**src/hdl/cmm_pkg.sv**
```systemverilog
`default_nettype none
package cmm_pkg;

	// field widths fixed by the item formats
	localparam int KIND_W = 2;
	localparam int ROW_W  = 3;
	localparam int PART_W = 16;
	localparam int ACC_W  = 40;
	localparam int DIM_W  = 4;

	// input item kinds
	typedef enum logic [KIND_W-1:0] {
		KIND_LOAD_A = 2'd0,
		KIND_LOAD_B = 2'd1,
		KIND_START  = 2'd2,
		KIND_NONE   = 2'd3
	} kind_t;

	// one input beat
	typedef struct packed {
		kind_t                     kind;
		logic [ROW_W-1:0]          row;
		logic [ROW_W-1:0]          col;
		logic signed [PART_W-1:0]  real_part;
		logic signed [PART_W-1:0]  imag_part;
	} in_item_t;

	// one result beat
	typedef struct packed {
		logic [ROW_W-1:0]          out_row;
		logic [ROW_W-1:0]          out_col;
		logic signed [ACC_W-1:0]   out_real;
		logic signed [ACC_W-1:0]   out_imag;
		logic                      last;
	} out_item_t;

	// sequencer to multiply-accumulate unit
	typedef struct packed {
		logic vld;      // operands valid this cycle
		logic to_imag;  // product goes to the imaginary sum
		logic neg;      // subtract the product
		logic clr;      // clear both sums
	} mac_ctl_t;

endpackage
`default_nettype wire

```
**src/hdl/cmm_mac.sv**
```systemverilog
`default_nettype none
module cmm_mac #(
	parameter int EW = 16
) (
	input  logic                             clk,
	input  logic                             arst_n,
	input  cmm_pkg::mac_ctl_t                ctl,
	input  logic signed [EW-1:0]             op_a,
	input  logic signed [EW-1:0]             op_b,
	output logic signed [cmm_pkg::ACC_W-1:0] acc_re,
	output logic signed [cmm_pkg::ACC_W-1:0] acc_im
);
	import cmm_pkg::*;

	logic                    vld_s1;
	logic                    imag_s1;
	logic                    neg_s1;
	logic signed [2*EW-1:0]  prod_s1;
	logic signed [ACC_W-1:0] addend;
	logic signed [ACC_W-1:0] term;
	logic signed [ACC_W-1:0] acc_re_q;
	logic signed [ACC_W-1:0] acc_im_q;

	// product stage valid
	always_ff @(posedge clk or negedge arst_n) begin
		if (!arst_n) begin
			vld_s1 <= 1'b0;
		end else begin
			vld_s1 <= ctl.vld;
		end
	end

	// shared multiplier, registered
	always_ff @(posedge clk) begin
		prod_s1 <= op_a * op_b;
		imag_s1 <= ctl.to_imag;
		neg_s1  <= ctl.neg;
	end

	// sign extend and apply the sign of the term
	assign addend = ACC_W'(prod_s1);
	assign term   = neg_s1 ? -addend : addend;

	// accumulate into real or imaginary sum
	always_ff @(posedge clk) begin
		if (ctl.clr) begin
			acc_re_q <= '0;
			acc_im_q <= '0;
		end else if (vld_s1) begin
			if (imag_s1) begin
				acc_im_q <= acc_im_q + term;
			end else begin
				acc_re_q <= acc_re_q + term;
			end
		end
	end

	assign acc_re = acc_re_q;
	assign acc_im = acc_im_q;

endmodule
`default_nettype wire

```
**src/hdl/complex_matrix_multiply_unit.sv**
```systemverilog
`default_nettype none
// Complex square matrix multiplier. Load beats write one element of A or B
// (real and imaginary parts, signed fixed point) at row/col; writes outside
// the store are dropped. A start beat forms P = A * B over the leading
// n-by-n corner, n = min(dimension, MAX_DIM), and sends n*n results in
// row-major order with exact 40-bit sums and last on the final entry; with
// n = 0 it sends nothing. Loads are taken one per cycle while idle. A start
// runs on a single EW-by-EW multiplier, EW = min(ELEM_BITS, 16), that runs
// four passes per complex product after each store read; an output stall
// holds the work. No beat is taken while a product is in progress. Entries
// that were never written read as unknown values. dimension may only be
// written while the unit is idle and all results have been taken.
module complex_matrix_multiply_unit #(
	parameter int MAX_DIM   = 8,
	parameter int ELEM_BITS = 16
) (
	input  logic                          clk,
	input  logic                          arst_n,
	input  logic                          item_valid,
	output logic                          item_stall,
	input  cmm_pkg::in_item_t             item,
	output logic                          result_valid,
	input  logic                          result_stall,
	output cmm_pkg::out_item_t            result,
	input  logic                          dim_we,
	input  logic [cmm_pkg::DIM_W-1:0]     dim_wdata
);
	import cmm_pkg::*;

	localparam int EW    = (ELEM_BITS < PART_W) ? ELEM_BITS : PART_W;
	localparam int SW    = 2 * EW;
	localparam int Depth = MAX_DIM * MAX_DIM;
	localparam int AW    = (Depth > 1) ? $clog2(Depth) : 1;
	localparam int IW    = (MAX_DIM > 1) ? $clog2(MAX_DIM) : 1;

	typedef enum logic [4:0] {
		S_IDLE  = 5'b00001,
		S_READ  = 5'b00010,
		S_MUL   = 5'b00100,
		S_DRAIN = 5'b01000,
		S_EMIT  = 5'b10000
	} state_t;

	state_t              state_q;
	logic [DIM_W-1:0]    dim_q;
	logic [DIM_W-1:0]    n_sat;
	logic [IW-1:0]       last_idx_q;
	logic [IW-1:0]       i_q;
	logic [IW-1:0]       j_q;
	logic [IW-1:0]       k_q;
	logic [1:0]          phase_q;
	logic                item_take;
	logic                start_take;
	logic                wr_ok;
	logic                wr_a;
	logic                wr_b;
	logic [AW-1:0]       wr_addr;
	logic [SW-1:0]       wr_word;
	logic                rd_en;
	logic [AW-1:0]       rd_addr_a;
	logic [AW-1:0]       rd_addr_b;
	logic [SW-1:0]       store_a_q [Depth];
	logic [SW-1:0]       store_b_q [Depth];
	logic [SW-1:0]       rd_a_q;
	logic [SW-1:0]       rd_b_q;
	logic signed [EW-1:0] op_a;
	logic signed [EW-1:0] op_b;
	mac_ctl_t            mac_ctl;
	logic signed [ACC_W-1:0] acc_re;
	logic signed [ACC_W-1:0] acc_im;
	logic                emit_load;
	logic                row_done;
	logic                all_done;
	logic                result_valid_q;
	out_item_t           result_q;

	// dimension register
	always_ff @(posedge clk or negedge arst_n) begin
		if (!arst_n) begin
			dim_q <= DIM_W'(4);
		end else if (dim_we) begin
			dim_q <= dim_wdata;
		end
	end

	assign n_sat = (dim_q > DIM_W'(MAX_DIM)) ? DIM_W'(MAX_DIM) : dim_q;

	// input handshake
	assign item_stall = (state_q != S_IDLE);
	assign item_take  = item_valid && !item_stall;
	assign start_take = item_take && (item.kind == KIND_START) && (n_sat != '0);

	// element writes
	assign wr_ok   = ({1'b0, item.row} < (ROW_W + 1)'(MAX_DIM)) &&
		({1'b0, item.col} < (ROW_W + 1)'(MAX_DIM));
	assign wr_a    = item_take && wr_ok && (item.kind == KIND_LOAD_A);
	assign wr_b    = item_take && wr_ok && (item.kind == KIND_LOAD_B);
	assign wr_addr = AW'(32'(item.row) * MAX_DIM + 32'(item.col));
	assign wr_word = {item.imag_part[EW-1:0], item.real_part[EW-1:0]};

	// store reads: A[i][k] and B[k][j]
	assign rd_en     = (state_q == S_READ);
	assign rd_addr_a = AW'(32'(i_q) * MAX_DIM + 32'(k_q));
	assign rd_addr_b = AW'(32'(k_q) * MAX_DIM + 32'(j_q));

	// element stores
	always_ff @(posedge clk) begin
		if (wr_a) begin
			store_a_q[wr_addr] <= wr_word;
		end
		if (rd_en) begin
			rd_a_q <= store_a_q[rd_addr_a];
		end
	end

	always_ff @(posedge clk) begin
		if (wr_b) begin
			store_b_q[wr_addr] <= wr_word;
		end
		if (rd_en) begin
			rd_b_q <= store_b_q[rd_addr_b];
		end
	end

	// operand select: ar*br, -ai*bi, ar*bi, ai*br over four passes
	assign op_a = phase_q[0] ? $signed(rd_a_q[SW-1:EW]) : $signed(rd_a_q[EW-1:0]);
	assign op_b = (phase_q[0] ^ phase_q[1]) ? $signed(rd_b_q[SW-1:EW]) :
		$signed(rd_b_q[EW-1:0]);

	assign row_done  = (j_q == last_idx_q);
	assign all_done  = row_done && (i_q == last_idx_q);
	assign emit_load = (state_q == S_EMIT) && (!result_valid_q || !result_stall);

	always_comb begin
		mac_ctl.vld     = (state_q == S_MUL);
		mac_ctl.to_imag = phase_q[1];
		mac_ctl.neg     = (phase_q == 2'd1);
		mac_ctl.clr     = start_take || emit_load;
	end

	cmm_mac #(
		.EW(EW)
	) u_mac (
		.clk    (clk),
		.arst_n (arst_n),
		.ctl    (mac_ctl),
		.op_a   (op_a),
		.op_b   (op_b),
		.acc_re (acc_re),
		.acc_im (acc_im)
	);

	// sequencer over entries, terms and multiply passes
	always_ff @(posedge clk or negedge arst_n) begin
		if (!arst_n) begin
			state_q    <= S_IDLE;
			last_idx_q <= '0;
			i_q        <= '0;
			j_q        <= '0;
			k_q        <= '0;
			phase_q    <= '0;
		end else begin
			unique case (state_q)
				S_IDLE: begin
					if (start_take) begin
						last_idx_q <= IW'(n_sat - DIM_W'(1));
						i_q        <= '0;
						j_q        <= '0;
						k_q        <= '0;
						state_q    <= S_READ;
					end
				end
				S_READ: begin
					phase_q <= '0;
					state_q <= S_MUL;
				end
				S_MUL: begin
					phase_q <= phase_q + 2'd1;
					if (phase_q == 2'd3) begin
						if (k_q == last_idx_q) begin
							state_q <= S_DRAIN;
						end else begin
							k_q     <= k_q + IW'(1);
							state_q <= S_READ;
						end
					end
				end
				S_DRAIN: begin
					state_q <= S_EMIT;
				end
				S_EMIT: begin
					if (emit_load) begin
						k_q <= '0;
						if (all_done) begin
							state_q <= S_IDLE;
						end else begin
							if (row_done) begin
								j_q <= '0;
								i_q <= i_q + IW'(1);
							end else begin
								j_q <= j_q + IW'(1);
							end
							state_q <= S_READ;
						end
					end
				end
				default: begin
					state_q <= S_IDLE;
				end
			endcase
		end
	end

	// output register valid
	always_ff @(posedge clk or negedge arst_n) begin
		if (!arst_n) begin
			result_valid_q <= 1'b0;
		end else if (emit_load) begin
			result_valid_q <= 1'b1;
		end else if (!result_stall) begin
			result_valid_q <= 1'b0;
		end
	end

	// output register payload
	always_ff @(posedge clk) begin
		if (emit_load) begin
			result_q.out_row  <= ROW_W'(i_q);
			result_q.out_col  <= ROW_W'(j_q);
			result_q.out_real <= acc_re;
			result_q.out_imag <= acc_im;
			result_q.last     <= all_done;
		end
	end

	assign result_valid = result_valid_q;
	assign result       = result_q;

	// a start always begins with the first term of the first entry
	a_start_read: assert property (@(posedge clk) disable iff (!arst_n)
		start_take |=> (state_q == S_READ) && (k_q == '0) && (i_q == '0) && (j_q == '0))
		else $error("start did not begin at the first term");

	// indices stay inside the active corner while busy
	a_idx_range: assert property (@(posedge clk) disable iff (!arst_n)
		(state_q != S_IDLE) |-> (i_q <= last_idx_q) && (j_q <= last_idx_q) &&
		(k_q <= last_idx_q))
		else $error("index beyond active dimension");

	// the fourth pass ends a term: next term or drain
	a_pass_end: assert property (@(posedge clk) disable iff (!arst_n)
		(state_q == S_MUL) && (phase_q == 2'd3) |=> (state_q == S_READ) ||
		(state_q == S_DRAIN))
		else $error("multiply passes out of order");

	// drain hands the finished sums to the emit step
	a_drain_emit: assert property (@(posedge clk) disable iff (!arst_n)
		(state_q == S_DRAIN) |=> (state_q == S_EMIT) && (k_q == last_idx_q))
		else $error("drain not followed by emit");

endmodule
`default_nettype wire

```
**config.mk**
```make
export PLATFORM = sky130hd
export DESIGN_NAME = complex_matrix_multiply_unit
export DESIGN_NICKNAME = d
export VERILOG_FILES = /design/src/hdl/cmm_pkg.sv /design/src/hdl/cmm_mac.sv /design/src/hdl/complex_matrix_multiply_unit.sv
export SDC_FILE = /design/constraint.sdc
export NUM_CORES = 2
export LEC_CHECK = 0
export BUFFER_PORTS_ARGS = -buffer_cell sky130_fd_sc_hd__buf_2
export CAP_MARGIN = 0
export CORE_MARGIN = 3
export CORE_UTILIZATION = 47
export CTS_BUF_LIST = sky130_fd_sc_hd__clkbuf_8
export DETAILED_ROUTE_END_ITERATION = 8
export PLACE_DENSITY = 0.72
export SYNTH_ARGS = -nofsm -noshare
export SYNTH_HDL_FRONTEND = slang
export SYNTH_SLANG_ARGS = --single-unit
```
**constraint.sdc**
```tcl
create_clock -name clk -period 7.2 [get_ports clk]
set_input_delay 1.44 -clock clk [delete_from_list [all_inputs] [get_ports clk]]
set_output_delay 1.44 -clock clk [all_outputs]
set_load 0.05 [all_outputs]
```
## After elaboration in Yosys (flattened, before gate mapping)

Memories as Yosys holds them, arrays and structs flattened. A register that Yosys moved wholly into a read port is not among the register bits.
Cells that the tools add are included.
Widths: inputs -> output; s select.

- Output and inout port bits: 89
- Register bits: 226
- Memory bits (writable): 4096
- Memories: 2
- Logic and storage cells: 110

- Reduce and logical (&&, ||, !) cells: 24
- Equality and inequality tests: 20
- Muxes and demuxes: 30
- Bitwise gates (word level): 2
- Add/subtract/negate cells: 11
- Multiply operators: 1
- $lt $le $gt $ge: 1

Memories:

| name | words | bits a word | rd ports | clocked after memory_dff | wr ports | RTL line | RTL |
|---|---|---|---|---|---|---|---|
| store_a_q | 64 | 32 | 1 | 1 | 1 | complex_matrix_multiply_unit.sv:62 | `logic [SW-1:0] store_a_q [Depth];` |
| store_b_q | 64 | 32 | 1 | 1 | 1 | complex_matrix_multiply_unit.sv:63 | `logic [SW-1:0] store_b_q [Depth];` |

Operator list:

| operator | number |
|---|---|
| $add 40x40->40 | 2 |
| $mux 40 | 1 |
| $neg 32->40 | 1 |
| $mul 16x16->32 | 1 |
| $mux 16 | 2 |
| $mux 3 | 10 |
| $pmux 5 s5 | 1 |
| $add 6x3->6 | 3 |
| $mux 5 | 3 |
| $ne 2x2->1 const B | 6 |
| $pmux 3 s2 | 2 |
| $reduce_and 5->1 | 2 |
| $add 3x1->3 const B | 3 |
| $eq 3x3->1 | 3 |
| $pmux 3 s3 | 1 |
| $mux 4 | 2 |
| $logic_and 1x1->1 | 7 |
| $mux 1 | 6 |
| $reduce_and 2->1 | 3 |
| $eq 5x1->1 const B | 1 |
| $eq 5x2->1 const B | 1 |
| $eq 5x3->1 const B | 1 |
| $eq 5x4->1 const B | 1 |
| $eq 5x5->1 const B | 1 |
| 19 further kinds | 25 |

## Longest topological paths before layout

- Depth after elaboration: 7
- Gate-level depth with buffers: 29

## Modules after synthesis

Synthesis repeated with hierarchy kept, for this count alone.

- Cell total of the unflattened synthesis: 9084
- Area total of the unflattened synthesis: 179674.8 um^2

Modules (own cells, without submodules):

| module | area an instance (um^2) | instances | cells each |
|---|---|---|---|
| complex_matrix_multiply_unit | 161741.4 | 1 | 6974 |
| cmm_mac | 17933.4 | 1 | 2110 |

## Worst setup path before layout

OpenSTA, ideal clock, no wires.

- Kind: register to register
- Start point: reg phase_q[1]
- End point: reg u_mac.prod_s1[31]
- Data arrival time: 6.861 ns
- Path slack: 0.218 ns
- Period minus slack after synthesis: 6.982 ns
- Stages on the path, launching flop included: 26
- Path buffers: 2
- Required time: 7.079 ns
- Library setup time: 0.121 ns
- Cell sequence: dfrtp_1 inv_1 ha_1 clkbuf_1 buf_1 mux2_2 nand2_1 fa_1 fa_1 fa_1 inv_1 fa_1 fa_1 inv_1 fa_1 inv_1 ha_1 o211ai_1 a211oi_1 o211ai_1 o21ai_0 and3_1 o22ai_1 o211ai_1 a21oi_1 xnor2_1

- Word-level cells in the longest chain between the ends: 3

Ends and longest elaborated chain:

| what | RTL line | RTL |
|---|---|---|
| start: declaration | complex_matrix_multiply_unit.sv:51 | `logic [1:0] phase_q;` |
| start signal: assignment | complex_matrix_multiply_unit.sv:178 | `phase_q <= phase_q + 2'd1;` |
| $xor 1x1->1 | complex_matrix_multiply_unit.sv:127 | `assign op_b = (phase_q[0] ^ phase_q[1]) ? $signed(rd_b_q[SW-1:EW]) :` |
| $mux 16 | complex_matrix_multiply_unit.sv:127 |  |
| $mul 16x16->32 | cmm_mac.sv:35 | `prod_s1 <= op_a * op_b;` |
| end signal: assignment | cmm_mac.sv:35 |  |
| end: declaration | cmm_mac.sv:18 | `logic signed [2*EW-1:0] prod_s1;` |

Every way passes these cells.
A chain may end at the register's enable or synchronous reset.

## Worst setup path after layout

- Start point: reg phase_q[0]
- End point: reg u_mac.prod_s1[31]

- Word-level cells in the longest chain between the ends: 3

Ends and longest elaborated chain:

| what | RTL line |
|---|---|
| $xor 1x1->1 | complex_matrix_multiply_unit.sv:127 |
| $mux 16 | complex_matrix_multiply_unit.sv:127 |
| $mul 16x16->32 (*) | cmm_mac.sv:35 |

Mark *: on every way between the ends. The rest lies on a longest branch, timed or not.

==> key figures <==
Global routing
  • First-pass GRT wire length: ~650000 um
  • Largest net degree at the start of global routing: 131
  • GRT overflow: 0
  • Initial antenna violation count: 43
  • Total track usage: 0.230
  • Vias in the first global route: approximately 90000

Yosys
  • Syn Std Cell Area: roughly 180000 sq um
  • Synth cell types: 66
  • Syn. warnings: 0
  • Post-synth top cells: 4247 x edfxtp_1, 1323 x mux4_2, 352 x nand2_1, 349 x inv_1, 338 x nor2_1
  • Seq/Total Area, Yosys: 0.727
  • Synth Net Count: around 9000
  • Predominant post-synthesis flop cell: edfxtp_1
  • Yosys reg bits: about 4400
  • Post-synth top area cell: edfxtp_1
  • Asr flop ratio synth: 0.00570
  • Post-synth top area share: 0.711
  • Post-synth EDFFs: approximately 4200
  • Synth area leaders: edfxtp_1 71%, mux4_2 17%, fa_1 2.9%, dfxtp_1 1.3%, ha_1 1.2%
  • Mapped Cells: 8486
  • Top-count cell post-synth: edfxtp_1
  • Syn avg cell area: 21.1 sq um

Clocking
  • Cts bufs inserted: between 600 and 700
  • Sink Count: ~4400
  • Clock slew at reported path FFs: roughly 70 ps
  • Clock root cell: clkbuf_8
  • H-tree depth: 6
  • CTS tree: built
  • CTS max path bufs: 4
  • Clock latency on the worst-skew pair: roughly 1300 ps
  • Cts-stage hold buffer count: 0

Drt
  • WL met2: about 220000 um
  • Vias per Instance: 6.07
  • Total number of vias: 89300
  • Residual DRC: 0
  • Iteration-0 DRC Markers: around 12000
  • Pre-antenna DRT Iters: 6
  • Met3 WL: roughly 45000 um
  • Routed WL: between 400000 and 500000 um
  • Max Used Layer: met5
  • Routed Antenna Nets: 0
  • Post-Route M1 WL: approximately 170000 um
  • Wire per inst: ~31 um

STA
  • Final Max Tran Viols: 0
  • Worst slew pin tran: between 1000 and 1500 ps
  • Count of final hold-check violations: 0
  • Final worst slack: roughly 340 ps
  • Fin Setup TNS: 0 ps
  • Slew HR: 0.152
  • Unrepaired setup endpoints after global routing: false
  • Final min period: 6860 ps
  • Fmax: about 0.15 GHz
  • Fin crit share: 0.952
  • Setup Skew: roughly 110 ps
  • Final setup viols: 0

Floorplanning
  • Die H: about 620 um
  • DIE AREA: 389000 sq um
  • Ports: 138
  • Core ar.: 379000 sq um
  • Width of the die: 624 um
  • Initial Utilization: 0.473
  • Row cnt: between 200 and 250

Critical path
  • Crit path arrival time: around 8000 ps
  • Worst setup EP type: flip-flop
  • Setup CP Type: flip-flop to flip-flop
  • Crit path launch type: flip-flop
  • Worst-path fanout max: 34
  • Worst-case reg-to-reg path depth: 25
  • Critical Path RT: approximately 8300 ps

Cells and area
  • Multi-input gate area: ~47000 sq um
  • Fin nets: 9654
  • Reg area: roughly 130000 sq um
  • Non-filler cells, final: about 15000
  • Area Growth Syn to Fin: 11.7%
  • Filler cells: between 20000 and 30000
  • Layout cells sized above 1: 0.287

Place
  • PortBufs: about 140
  • Dpl cells: 13500
  • Hpwl dp: about 270000 um
  • Worst slack, placed: between 80 and 90 ps
  • Placer Congestion: between 0.8 and 0.9

Worst hold path
  • Worst hold path class: primary input to asynchronous set/reset pin

Run status
  • Outcome: finished, final reports clean

Run
  • Max Cap Viol: 0
## path summary, 6_finish.rpt
check | slack [ps] | start | endpoint
max reg2reg | 340 | phase_q[0]$_DFFE_PN0P_ | u_mac.prod_s1[31]$_DFF_P_
max | 340 | phase_q[0]$_DFFE_PN0P_ | u_mac.prod_s1[31]$_DFF_P_
min | 300 | arst_n | result_valid$_DFFE_PN0P_
min reg2reg | 460 | u_mac.acc_re[37]$_SDFFE_PP0P_ | result[78]$_DFFE_PP_
min in group clk | 460 | u_mac.acc_re[37]$_SDFFE_PP0P_ | result[78]$_DFFE_PP_
max in group asynchronous | 6330 | arst_n | k_q[1]$_DFFE_PN0P_
## cell usage in the layout, fill, tap and decap left out, types with 22 or more instances in the layout
master / count
xnor2_1: 102
buf_4: 285
mux2_2: 55
ha_1: 166
nor2_4: 129
edfxtp_1: 4247
o21ai_0: 115
xor2_1: 35
inv_1: 547
nand2b_1: 22
mux4_2: 1323
nand2_1: 352
nor2_1: 208
fa_1: 264
nand3_1: 62
a21o_1: 45
clkinv_1: 155
clkinv_2: 74
buf_2: 105
mux2i_1: 51
clkbuf_8: 665
buf_12: 27
dfxtp_1: 114
a21oi_1: 153
nor3_1: 23
## stage by stage
stage | util | cell area (sq um) | hold WS, ps
finish | 0.528 | 200000 | 300
floorplan | - | 179000 | 391
global placement | 0.497 | 189000 | 431
global route | 0.528 | 200000 | 297
CTS | 0.528 | 200000 | 232
detailed placement | 0.497 | 189000 | 461
## what timing repair did
item	4_1_cts	5_1_grt
resized for setup	0	10
setup endpoints to repair	0	5
buffers inserted	0	0
## cells by family after synthesis
family / Yosys count / synth area share
adders and majority gates: 431 / 0.0411
buffers and inverters: 731 / 0.0153
xor gates and xnor gates: 137 / 0.00669
and+or+nand+nor: 921 / 0.0224
muxes: 1432 / 0.173
AOI/OAI and AO/OA: 448 / 0.0150
DFF: 4386 / 0.727
## metal layers
| metal | global-route usage | vias to the layer above |
|---|---|---|
| met4 | 0.0840 | 30 |
| met5 | 0 | - |
| met3 | 0.0447 | 811 |
| met2 | 0.368 | 4963 |
| met1 | 0.318 | 47400 |
| li1 | - | 36200 |
## cell type report
type	count	area share
multi-input cells	3369	0.236
inverters	350	0.00656
clock buffers	665	0.0457
flip-flops and latches	4386	0.651
well taps	5016	0.0313
clock inverters	496	0.0136
diodes	17	0.000212
repair buffers	418	0.0160
## critical path, cell delays in order (launching register included)
cell      delay, ps
dfrtp_2         390
buf_4           460
mux2_2          510
nand2_1         180
inv_1            80
fa_1            540
inv_1            60
fa_1            540
inv_1            60
fa_1            500
inv_1            50
fa_1            550
fa_1            420
fa_1            490
inv_1            40
ha_1            340
a21o_1          200
a21o_1          160
a21oi_1         120
o21ai_0          90
buf_4           160
and3_1          190
o22ai_2         180
o211ai_1        130
a21oi_1         180
xnor2_1          80
## flip-flops by register name, indices dropped and copies added, names as in the netlist, 4 cells and up
signal,count
store_a_q,2048
store_b_q,2048
result,87
u_mac.acc_im,40
u_mac.acc_re,40
rd_a_q,32
rd_b_q,32
u_mac.prod_s1,32
state_q,5
dim_q,4
Power is left out: the tool's default activity adds up to more than one toggle a clock period on the data nets, which glitch-free logic cannot reach.
